==> src/cfa_pkg.sv <==
// Package for the class-confidence fusion block: field widths, sizes and
// the structs exchanged between the store, the divider and the top level.
// No dependencies.
`timescale 1ns / 1ps
`default_nettype none

package cfa_pkg;

  localparam int NUM_CLASSES = 32;
  localparam int IDX_BITS    = 5;
  localparam int CONF_BITS   = 16;
  localparam int COUNT_BITS  = 16;

  localparam int PROD_BITS   = CONF_BITS + COUNT_BITS;
  localparam int NUM_BITS    = PROD_BITS + 1;
  localparam int WSUM_BITS   = COUNT_BITS + 1;
  localparam int STEP_BITS   = $clog2(CONF_BITS);

  localparam logic                  MODE_MERGE = 1'b0;
  localparam logic                  MODE_CLEAR = 1'b1;
  localparam logic [COUNT_BITS-1:0] COUNT_MAX  = {COUNT_BITS{1'b1}};

  typedef struct packed {
    logic                 clr;
    logic                 we;
    logic [IDX_BITS-1:0]  waddr;
    logic [CONF_BITS-1:0] wdata;
  } store_cmd_t;

  typedef struct packed {
    logic                 start;
    logic [NUM_BITS-1:0]  dividend;
    logic [WSUM_BITS-1:0] divisor;
  } div_req_t;

  typedef struct packed {
    logic                 done;
    logic [CONF_BITS-1:0] quotient;
  } div_rsp_t;

endpackage

`default_nettype wire

==> src/cfa_if.sv <==
// Valid/ready channel interfaces for the input and result transactions.
// Depends on cfa_pkg for the field widths.
`timescale 1ns / 1ps
`default_nettype none

interface cfa_in_if;
  logic                           valid;
  logic                           ready;
  logic                           mode;
  logic [cfa_pkg::IDX_BITS-1:0]   class_index;
  logic [cfa_pkg::CONF_BITS-1:0]  confidence;
  logic [cfa_pkg::COUNT_BITS-1:0] other_updates;
  logic                           last_element;

  modport source (
    output valid, mode, class_index, confidence, other_updates, last_element,
    input  ready
  );
  modport sink (
    input  valid, mode, class_index, confidence, other_updates, last_element,
    output ready
  );
endinterface

interface cfa_out_if;
  logic                           valid;
  logic                           ready;
  logic [cfa_pkg::IDX_BITS-1:0]   best_class;
  logic                           class_valid;
  logic [cfa_pkg::COUNT_BITS-1:0] total_updates;

  modport source (
    output valid, best_class, class_valid, total_updates,
    input  ready
  );
  modport sink (
    input  valid, best_class, class_valid, total_updates,
    output ready
  );
endinterface

`default_nettype wire

==> src/cfa_div.sv <==
// Serial restoring divider: one quotient bit per cycle, dividend shifted in
// bit by bit. Depends on cfa_pkg; quotient must fit in CONF_BITS.
`timescale 1ns / 1ps
`default_nettype none

module cfa_div (
  input  wire                clk,
  input  wire                rst_n,
  input  cfa_pkg::div_req_t  req,
  output cfa_pkg::div_rsp_t  rsp
);
  import cfa_pkg::*;

  logic [WSUM_BITS-1:0] rem_r, rem_nxt;
  logic [CONF_BITS-1:0] lo_r, lo_nxt;
  logic [CONF_BITS-1:0] quo_r, quo_nxt;
  logic [WSUM_BITS-1:0] dvs_r;
  logic [STEP_BITS-1:0] cnt_r, cnt_nxt;
  logic                 busy_r, busy_nxt;
  logic                 done_r, done_nxt;
  logic [WSUM_BITS:0]   trial;
  logic [WSUM_BITS:0]   diff;

  assign trial = {rem_r, lo_r[CONF_BITS-1]};
  assign diff  = trial - {1'b0, dvs_r};

  always_comb begin
    rem_nxt  = rem_r;
    lo_nxt   = lo_r;
    quo_nxt  = quo_r;
    cnt_nxt  = cnt_r;
    busy_nxt = busy_r;
    done_nxt = 1'b0;
    if (req.start) begin
      // upper dividend bits are below the divisor since the quotient fits
      rem_nxt  = req.dividend[NUM_BITS-1:CONF_BITS];
      lo_nxt   = req.dividend[CONF_BITS-1:0];
      quo_nxt  = '0;
      cnt_nxt  = STEP_BITS'(CONF_BITS - 1);
      busy_nxt = 1'b1;
    end else if (busy_r) begin
      lo_nxt = {lo_r[CONF_BITS-2:0], 1'b0};
      if (trial >= {1'b0, dvs_r}) begin
        rem_nxt = diff[WSUM_BITS-1:0];
        quo_nxt = {quo_r[CONF_BITS-2:0], 1'b1};
      end else begin
        rem_nxt = trial[WSUM_BITS-1:0];
        quo_nxt = {quo_r[CONF_BITS-2:0], 1'b0};
      end
      if (cnt_r == '0) begin
        busy_nxt = 1'b0;
        done_nxt = 1'b1;
      end else begin
        cnt_nxt = cnt_r - 1'b1;
      end
    end
  end

  always_ff @(posedge clk) begin
    if (!rst_n) begin
      busy_r <= 1'b0;
      done_r <= 1'b0;
      cnt_r  <= '0;
    end else begin
      busy_r <= busy_nxt;
      done_r <= done_nxt;
      cnt_r  <= cnt_nxt;
    end
  end

  always_ff @(posedge clk) begin
    rem_r <= rem_nxt;
    lo_r  <= lo_nxt;
    quo_r <= quo_nxt;
    if (req.start) begin
      dvs_r <= req.divisor;
    end
  end

  assign rsp.done     = done_r;
  assign rsp.quotient = quo_r;

endmodule

`default_nettype wire

==> src/cfa_store.sv <==
// Per-class confidence store: one write port, one read port, and a clear
// command that zeroes all entries together. Depends on cfa_pkg.
`timescale 1ns / 1ps
`default_nettype none

module cfa_store (
  input  wire                            clk,
  input  wire                            rst_n,
  input  cfa_pkg::store_cmd_t            cmd,
  input  wire [cfa_pkg::IDX_BITS-1:0]    raddr,
  output logic [cfa_pkg::CONF_BITS-1:0]  rdata
);
  import cfa_pkg::*;

  logic [CONF_BITS-1:0] scores_r [NUM_CLASSES];

  always_ff @(posedge clk) begin
    if (!rst_n || cmd.clr) begin
      for (int i = 0; i < NUM_CLASSES; i++) begin
        scores_r[i] <= '0;
      end
    end else if (cmd.we) begin
      scores_r[cmd.waddr] <= cmd.wdata;
    end
  end

  assign rdata = scores_r[raddr];

endmodule

`default_nettype wire

==> src/class_confidence_fuse_argmax_unit.sv <==
// Fuses an incoming per-class confidence vector, one class per transaction,
// into the stored vector as a count-weighted mean, and reports the best
// class after the last element. A merge transaction goes through accept,
// product, sum, 16 steps of the serial restoring divider (one quotient bit
// per cycle, the unit that sets the rate), its done flag, and
// the store/argmax update.
// When both counts are zero the divider is skipped.
// A clear transaction is carried out as it is accepted. The result sits in an output
// register, so new transactions are taken while it waits; only the update
// cycle of a last element holds until an earlier result has been taken.
// Depends on cfa_pkg, cfa_if, cfa_div and cfa_store.
`timescale 1ns / 1ps
`default_nettype none

module class_confidence_fuse_argmax_unit (
  input wire        clk,
  input wire        rst_n,
  cfa_in_if.sink    in_ch,
  cfa_out_if.source out_ch
);
  import cfa_pkg::*;

  typedef enum logic [4:0] {
    ST_IDLE = 5'b00001,
    ST_MUL  = 5'b00010,
    ST_SUM  = 5'b00100,
    ST_DIV  = 5'b01000,
    ST_FIN  = 5'b10000
  } state_t;

  state_t state_r, state_nxt;

  logic [IDX_BITS-1:0]   idx_r;
  logic [CONF_BITS-1:0]  conf_r;
  logic [CONF_BITS-1:0]  old_r;
  logic [COUNT_BITS-1:0] m_r;
  logic                  last_r;
  logic [PROD_BITS-1:0]  prod_a_r, prod_b_r;
  logic [WSUM_BITS-1:0]  wsum_r;

  logic [COUNT_BITS-1:0] count_r, count_nxt;
  logic [CONF_BITS-1:0]  max_r, max_nxt;
  logic [IDX_BITS-1:0]   best_r, best_nxt;
  logic                  any_r, any_nxt;

  logic                  ovalid_r, ovalid_nxt;
  logic [IDX_BITS-1:0]   obest_r, obest_nxt;
  logic                  oclass_r, oclass_nxt;
  logic [COUNT_BITS-1:0] ototal_r, ototal_nxt;

  store_cmd_t            st_cmd;
  logic [CONF_BITS-1:0]  st_rdata;
  div_req_t              dv_req;
  div_rsp_t              dv_rsp;

  logic                  accept;
  logic                  fin_go;
  logic [CONF_BITS-1:0]  fused;
  logic [COUNT_BITS-1:0] wsat;
  logic                  take;

  cfa_store u_store (
    .clk   (clk),
    .rst_n (rst_n),
    .cmd   (st_cmd),
    .raddr (in_ch.class_index),
    .rdata (st_rdata)
  );

  cfa_div u_div (
    .clk   (clk),
    .rst_n (rst_n),
    .req   (dv_req),
    .rsp   (dv_rsp)
  );

  assign in_ch.ready = (state_r == ST_IDLE);
  assign accept      = in_ch.valid && in_ch.ready;

  assign fused  = (wsum_r == '0) ? old_r : dv_rsp.quotient;
  assign wsat   = wsum_r[COUNT_BITS] ? COUNT_MAX : wsum_r[COUNT_BITS-1:0];
  assign fin_go = (state_r == ST_FIN) && (!last_r || !ovalid_r || out_ch.ready);
  assign take   = (fused != '0) &&
                  (!any_r || (fused > max_r) || ((fused == max_r) && (idx_r < best_r)));

  always_comb begin
    dv_req.start    = (state_r == ST_SUM) && (wsum_r != '0);
    dv_req.dividend = {1'b0, prod_a_r} + {1'b0, prod_b_r};
    dv_req.divisor  = wsum_r;

    st_cmd.clr   = accept && (in_ch.mode == MODE_CLEAR);
    st_cmd.we    = fin_go && (wsum_r != '0);
    st_cmd.waddr = idx_r;
    st_cmd.wdata = fused;
  end

  always_comb begin
    state_nxt  = state_r;
    count_nxt  = count_r;
    max_nxt    = max_r;
    best_nxt   = best_r;
    any_nxt    = any_r;
    ovalid_nxt = ovalid_r && !out_ch.ready;
    obest_nxt  = obest_r;
    oclass_nxt = oclass_r;
    ototal_nxt = ototal_r;
    case (state_r)
      ST_IDLE: begin
        if (accept) begin
          if (in_ch.mode == MODE_CLEAR) begin
            count_nxt = '0;
            max_nxt   = '0;
            best_nxt  = '0;
            any_nxt   = 1'b0;
          end else begin
            state_nxt = ST_MUL;
          end
        end
      end
      ST_MUL: begin
        state_nxt = ST_SUM;
      end
      ST_SUM: begin
        state_nxt = (wsum_r == '0) ? ST_FIN : ST_DIV;
      end
      ST_DIV: begin
        if (dv_rsp.done) begin
          state_nxt = ST_FIN;
        end
      end
      ST_FIN: begin
        if (fin_go) begin
          state_nxt = ST_IDLE;
          if (take) begin
            max_nxt  = fused;
            best_nxt = idx_r;
          end
          if (fused != '0) begin
            any_nxt = 1'b1;
          end
          if (last_r) begin
            ovalid_nxt = 1'b1;
            oclass_nxt = any_nxt;
            obest_nxt  = any_nxt ? best_nxt : '0;
            ototal_nxt = wsat;
            count_nxt  = wsat;
            max_nxt    = '0;
            best_nxt   = '0;
            any_nxt    = 1'b0;
          end
        end
      end
      default: begin
        state_nxt = ST_IDLE;
      end
    endcase
  end

  always_ff @(posedge clk) begin
    if (!rst_n) begin
      state_r  <= ST_IDLE;
      count_r  <= '0;
      max_r    <= '0;
      best_r   <= '0;
      any_r    <= 1'b0;
      ovalid_r <= 1'b0;
    end else begin
      state_r  <= state_nxt;
      count_r  <= count_nxt;
      max_r    <= max_nxt;
      best_r   <= best_nxt;
      any_r    <= any_nxt;
      ovalid_r <= ovalid_nxt;
    end
  end

  always_ff @(posedge clk) begin
    obest_r  <= obest_nxt;
    oclass_r <= oclass_nxt;
    ototal_r <= ototal_nxt;
    if (accept) begin
      idx_r  <= in_ch.class_index;
      conf_r <= in_ch.confidence;
      old_r  <= st_rdata;
      m_r    <= in_ch.other_updates;
      last_r <= in_ch.last_element;
    end
    if (state_r == ST_MUL) begin
      prod_a_r <= count_r * old_r;
      prod_b_r <= m_r * conf_r;
      wsum_r   <= {1'b0, count_r} + {1'b0, m_r};
    end
  end

  assign out_ch.valid         = ovalid_r;
  assign out_ch.best_class    = obest_r;
  assign out_ch.class_valid   = oclass_r;
  assign out_ch.total_updates = ototal_r;

endmodule

`default_nettype wire
==> src/flat_wrapper.sv <==
// flat-port wrapper written by rule: the top's interface ports become plain ports
module class_confidence_fuse_argmax_unit_flat import cfa_pkg::*;
  (clk, rst_n, in_ch_valid, in_ch_mode, in_ch_class_index, in_ch_confidence, in_ch_other_updates, in_ch_last_element, in_ch_ready, out_ch_valid, out_ch_best_class, out_ch_class_valid, out_ch_total_updates, out_ch_ready);
  cfa_in_if in_ch_i ();
  cfa_out_if out_ch_i ();
  input wire clk;
  input wire rst_n;
  input wire logic [$bits(in_ch_i.valid)-1:0] in_ch_valid;
  input wire logic [$bits(in_ch_i.mode)-1:0] in_ch_mode;
  input wire logic [$bits(in_ch_i.class_index)-1:0] in_ch_class_index;
  input wire logic [$bits(in_ch_i.confidence)-1:0] in_ch_confidence;
  input wire logic [$bits(in_ch_i.other_updates)-1:0] in_ch_other_updates;
  input wire logic [$bits(in_ch_i.last_element)-1:0] in_ch_last_element;
  output wire logic [$bits(in_ch_i.ready)-1:0] in_ch_ready;
  output wire logic [$bits(out_ch_i.valid)-1:0] out_ch_valid;
  output wire logic [$bits(out_ch_i.best_class)-1:0] out_ch_best_class;
  output wire logic [$bits(out_ch_i.class_valid)-1:0] out_ch_class_valid;
  output wire logic [$bits(out_ch_i.total_updates)-1:0] out_ch_total_updates;
  input wire logic [$bits(out_ch_i.ready)-1:0] out_ch_ready;
  assign in_ch_i.valid = in_ch_valid;
  assign in_ch_i.mode = in_ch_mode;
  assign in_ch_i.class_index = in_ch_class_index;
  assign in_ch_i.confidence = in_ch_confidence;
  assign in_ch_i.other_updates = in_ch_other_updates;
  assign in_ch_i.last_element = in_ch_last_element;
  assign in_ch_ready = in_ch_i.ready;
  assign out_ch_valid = out_ch_i.valid;
  assign out_ch_best_class = out_ch_i.best_class;
  assign out_ch_class_valid = out_ch_i.class_valid;
  assign out_ch_total_updates = out_ch_i.total_updates;
  assign out_ch_i.ready = out_ch_ready;
  class_confidence_fuse_argmax_unit u_core (.clk(clk), .rst_n(rst_n), .in_ch(in_ch_i), .out_ch(out_ch_i));
endmodule
==> config.mk <==
export PLATFORM = sky130hd
export DESIGN_NAME = class_confidence_fuse_argmax_unit_flat
export DESIGN_NICKNAME = d
export VERILOG_FILES = /design/src/cfa_pkg.sv /design/src/cfa_if.sv /design/src/cfa_div.sv /design/src/cfa_store.sv /design/src/class_confidence_fuse_argmax_unit.sv /design/src/flat_wrapper.sv
export SDC_FILE = /design/constraint.sdc
export NUM_CORES = 2
export LEC_CHECK = 0
export ABC_AREA = 0
export BUFFER_PORTS_ARGS = -buffer_cell sky130_fd_sc_hd__buf_4
export CAP_MARGIN = 20
export CORE_ASPECT_RATIO = 0.75
export CORE_UTILIZATION = 60
export CTS_CLUSTER_DIAMETER = 120
export DETAILED_ROUTE_END_ITERATION = 10
export PLACE_DENSITY = 0.74
export SYNTH_ARGS = -nofsm -noshare
export SYNTH_HDL_FRONTEND = slang
export SYNTH_SLANG_ARGS = --single-unit
==> constraint.sdc <==
create_clock -name clk -period 15.5 [get_ports clk]
set_input_delay 3.1 -clock clk [delete_from_list [all_inputs] [get_ports clk]]
set_output_delay 3.1 -clock clk [all_outputs]
set_load 0.03 [all_outputs]
==> metrics.yaml <==
io_buffer_count: 66
synth-async-reset-ratio: 0
finalWeightedCongestion: 0.954
placedCellCount: 5521
timing.setup.critical_path_class: "flop to flop"
insertion_delay_ns: 0.66
detail_route.wirelength_um: 139000
cp.required_ns: 15.85
hold_viol_final: 0
grt_first_pass_wirelength_um: 212000
nNetsFinal: 5191
synthCells: 4499
synth-seq-area-share: 0.440
start_util: 0.606
cts_htree_levels: 3
timing.hold.worst.class: "flop to flop"
postSynthNetCount: 5227
run_status: "finished, violations left"
leading_cell_type_in_the_layout_fill_and_taps_excluded: "sky130_fd_sc_hd__edfxtp_1"
syn_area_sq_um: 52000
met2RoutedLength_um: 57900
placed_cell_area_sq_um: 53700
core_sq_um: 85900
period_share: 0.450
ys_dominant_reg_cell: "sky130_fd_sc_hd__edfxtp_1"
yosys-top-cells-area: "sky130_fd_sc_hd__edfxtp_1 41%, sky130_fd_sc_hd__fa_1 15%, sky130_fd_sc_hd__ha_1 7.1%"
drt_pre_antenna_iters: 9
synth-edff-count: 719
synth.distinct_cells: 77
flow.area_growth_from_synthesis_pct: 8.42
drt.antenna.violating_nets: 0
cts_tree: "done"
remaining_design_rule_violation_count: 12
finalSetupViolations: 0
wl_per_cell_um: 24.6
worst_ir_drop_vdd_uv: 480
pin_count_of_the_biggest_net_entering_global_routing: 70
dr_wl_met3_um: 21800
floorplan.die_area_sq_um: 87900
die_width_um: 342
worst_setup_path_start_kind: "flop"
slew_violations: 0
standard_cell_row_count: 93
failed_checks: "design-rule violations"
clock_buffers_created_by_tritoncts: 80
synthesis.yosys.warnings: 0
detail_route.vias_per_cell: 6.29
maxClockFrequency_mhz: 143
detail_route.wirelength.met1_um: 56400
cts_num_sinks: 785
cts_resized: 0
post_cts.repair.setup_buffers: 0
proportion_of_netlist_area_held_by_the_largest_area_contributor: 0.415
highest_layer: "met5"
layout_cell_area_excl_fill_sq_um: 56400
sum_of_overflow_across_all_layers_after_global_routing: 0
cts.clk_slew.worst_paths_ns: 0.06
worst_slew_pin_slew_ns: 1.17
rsz0062_at_grt: "no"
post_synthesis_mean_instance_area_sq_um: 11.6
p_leak_nw: 23.0
clk_root_buffer_cell: "sky130_fd_sc_hd__clkbuf_16"
stdcell_count: 5666
layout-drive-gt1-share: 0.106
place_hpwl_um: 97800
ctsHoldBuffers: 0
timing.setup.tns_ns: 0
end_kind: "flop"
finalCriticalPeriod_ns: 6.98
worst-path-max-fanout: 17
postSynthRegisterBits: 785
max_slew_margin: 0.216
netlist.top_cell.by_area: "sky130_fd_sc_hd__edfxtp_1"
layout.cells.most_common_list: "719 x sky130_fd_sc_hd__edfxtp_1, 602 x sky130_fd_sc_hd__nor2_1, 528 x sky130_fd_sc_hd__inv_1"
diodes: 0
maxCapViolCount: 0
power.density_cell_area_nw_per_um2: 173
antenna_found_initial: 4
grt.total_usage: 0.323
worst_ep_arrival_time_ns: 7.33
dr.first_iter.drc_count: 4725
grt_pass1_vias: 34400
io_pins: 67
total_power_mw: 9.79
skew_ns: 0.0252
cts_buffer_depth: 3
routed-via-count: 35600
floorplan.die.height_um: 257
-- state kept, by name (all words and copies together), names as in the netlist, 16 cells and up --
signal                       cells
u_core.old_r                    16
u_core.u_div.dvs_r              17
u_core.u_div.lo_r               16
u_core.count_r                  16
u_core.prod_a_r                 32
u_core.u_div.rem_r              17
u_core.m_r                      16
u_core.u_div.quo_r              16
u_core.out_ch.total_updates     16
u_core.conf_r                   16
u_core.prod_b_r                 32
u_core.max_r                    16
u_core.u_store.scores_r        512
u_core.wsum_r                   17
-- cells by family (layout without fill, tap and decap cells) --
kind of cell / Yosys count / after routing / synth area share
and+or+nand+nor: 1511 / 1511 / 0.130
muxes: 214 / 214 / 0.0800
AOI/OAI and AO/OA: 454 / 454 / 0.0580
xor gates and xnor gates: 91 / 91 / 0.0153
DFF: 785 / 785 / 0.440
adders and majority gates: 685 / 685 / 0.221
buffers and inverters: 759 / 786 / 0.0552
-- per-stage QoR --
step	hold WS (ns)	setup slack (ns)	utilization
CTS	0.466	8.61	0.657
global route	0.475	8.22	0.657
detailed placement	0.447	8.57	0.625
floorplan	0.417	6.49	-
global placement	0.445	8.59	0.625
finish	0.463	8.52	0.657
-- worst max-delay path: stages, from the launching register on --
cell	delay (ns)
sky130_fd_sc_hd__edfxtp_1	0.96
sky130_fd_sc_hd__nand2_1	0.22
sky130_fd_sc_hd__fa_1	0.57
sky130_fd_sc_hd__fa_1	0.51
sky130_fd_sc_hd__fa_1	0.52
sky130_fd_sc_hd__inv_1	0.06
sky130_fd_sc_hd__fa_1	0.50
sky130_fd_sc_hd__fa_1	0.49
sky130_fd_sc_hd__inv_1	0.05
sky130_fd_sc_hd__fa_1	0.47
sky130_fd_sc_hd__inv_1	0.04
sky130_fd_sc_hd__ha_1	0.35
sky130_fd_sc_hd__a21oi_1	0.24
sky130_fd_sc_hd__o21ai_0	0.12
sky130_fd_sc_hd__a22o_1	0.23
sky130_fd_sc_hd__nor3b_1	0.50
sky130_fd_sc_hd__nor2_1	0.21
sky130_fd_sc_hd__a21o_1	0.23
sky130_fd_sc_hd__a21oi_1	0.24
sky130_fd_sc_hd__o211ai_1	0.16
-- synth_stat cells, types with 66 or more instances --
master                     instances
sky130_fd_sc_hd__mux4_2          160
sky130_fd_sc_hd__ha_1            294
sky130_fd_sc_hd__a21oi_1         122
sky130_fd_sc_hd__inv_1           529
sky130_fd_sc_hd__dfxtp_1          66
sky130_fd_sc_hd__nand2_1         451
sky130_fd_sc_hd__nor2_1          603
sky130_fd_sc_hd__edfxtp_1        719
sky130_fd_sc_hd__and2_1          237
sky130_fd_sc_hd__clkbuf_1        191
sky130_fd_sc_hd__fa_1            391
sky130_fd_sc_hd__o21ai_0          82
-- cell type report --
cell class | count | area, sq um
clock buffer | 104 | 2270
clock inverter | 41 | 487
fill | 6278 | 29400
inverter | 530 | 1990
multi-input combinational | 2955 | 26500
sequential | 785 | 22900
tap | 1140 | 1430
timing repair buffer | 111 | 840
-- report_power, final --
group,internal [mW],switching (mW)
Combinational,2.01,2.85
Clock,1.18,0.870
Sequential,2.71,0.167
Total,5.90,3.89
-- path summary, 6_finish.rpt --
check / slack (ns) / startpoint / end / cells after the start
worst min register to register: 0.46 / u_core.max_r[15] / u_core.max_r[15] / 1
worst max-delay path: 8.52 / u_core.m_r[11] / u_core.prod_b_r[26] / 19
worst max register to register: 8.52 / u_core.m_r[11] / u_core.prod_b_r[26] / 19
worst min-delay path: 0.46 / u_core.max_r[15] / u_core.max_r[15] / 1
-- metal layers --
layer	GRT usage	up-vias
met5	0	-
met4	0.0779	4
met1	0.501	17700
met2	0.439	2403
met3	0.106	270
li1	-	15200
Power figures use the tool's default switching activity.
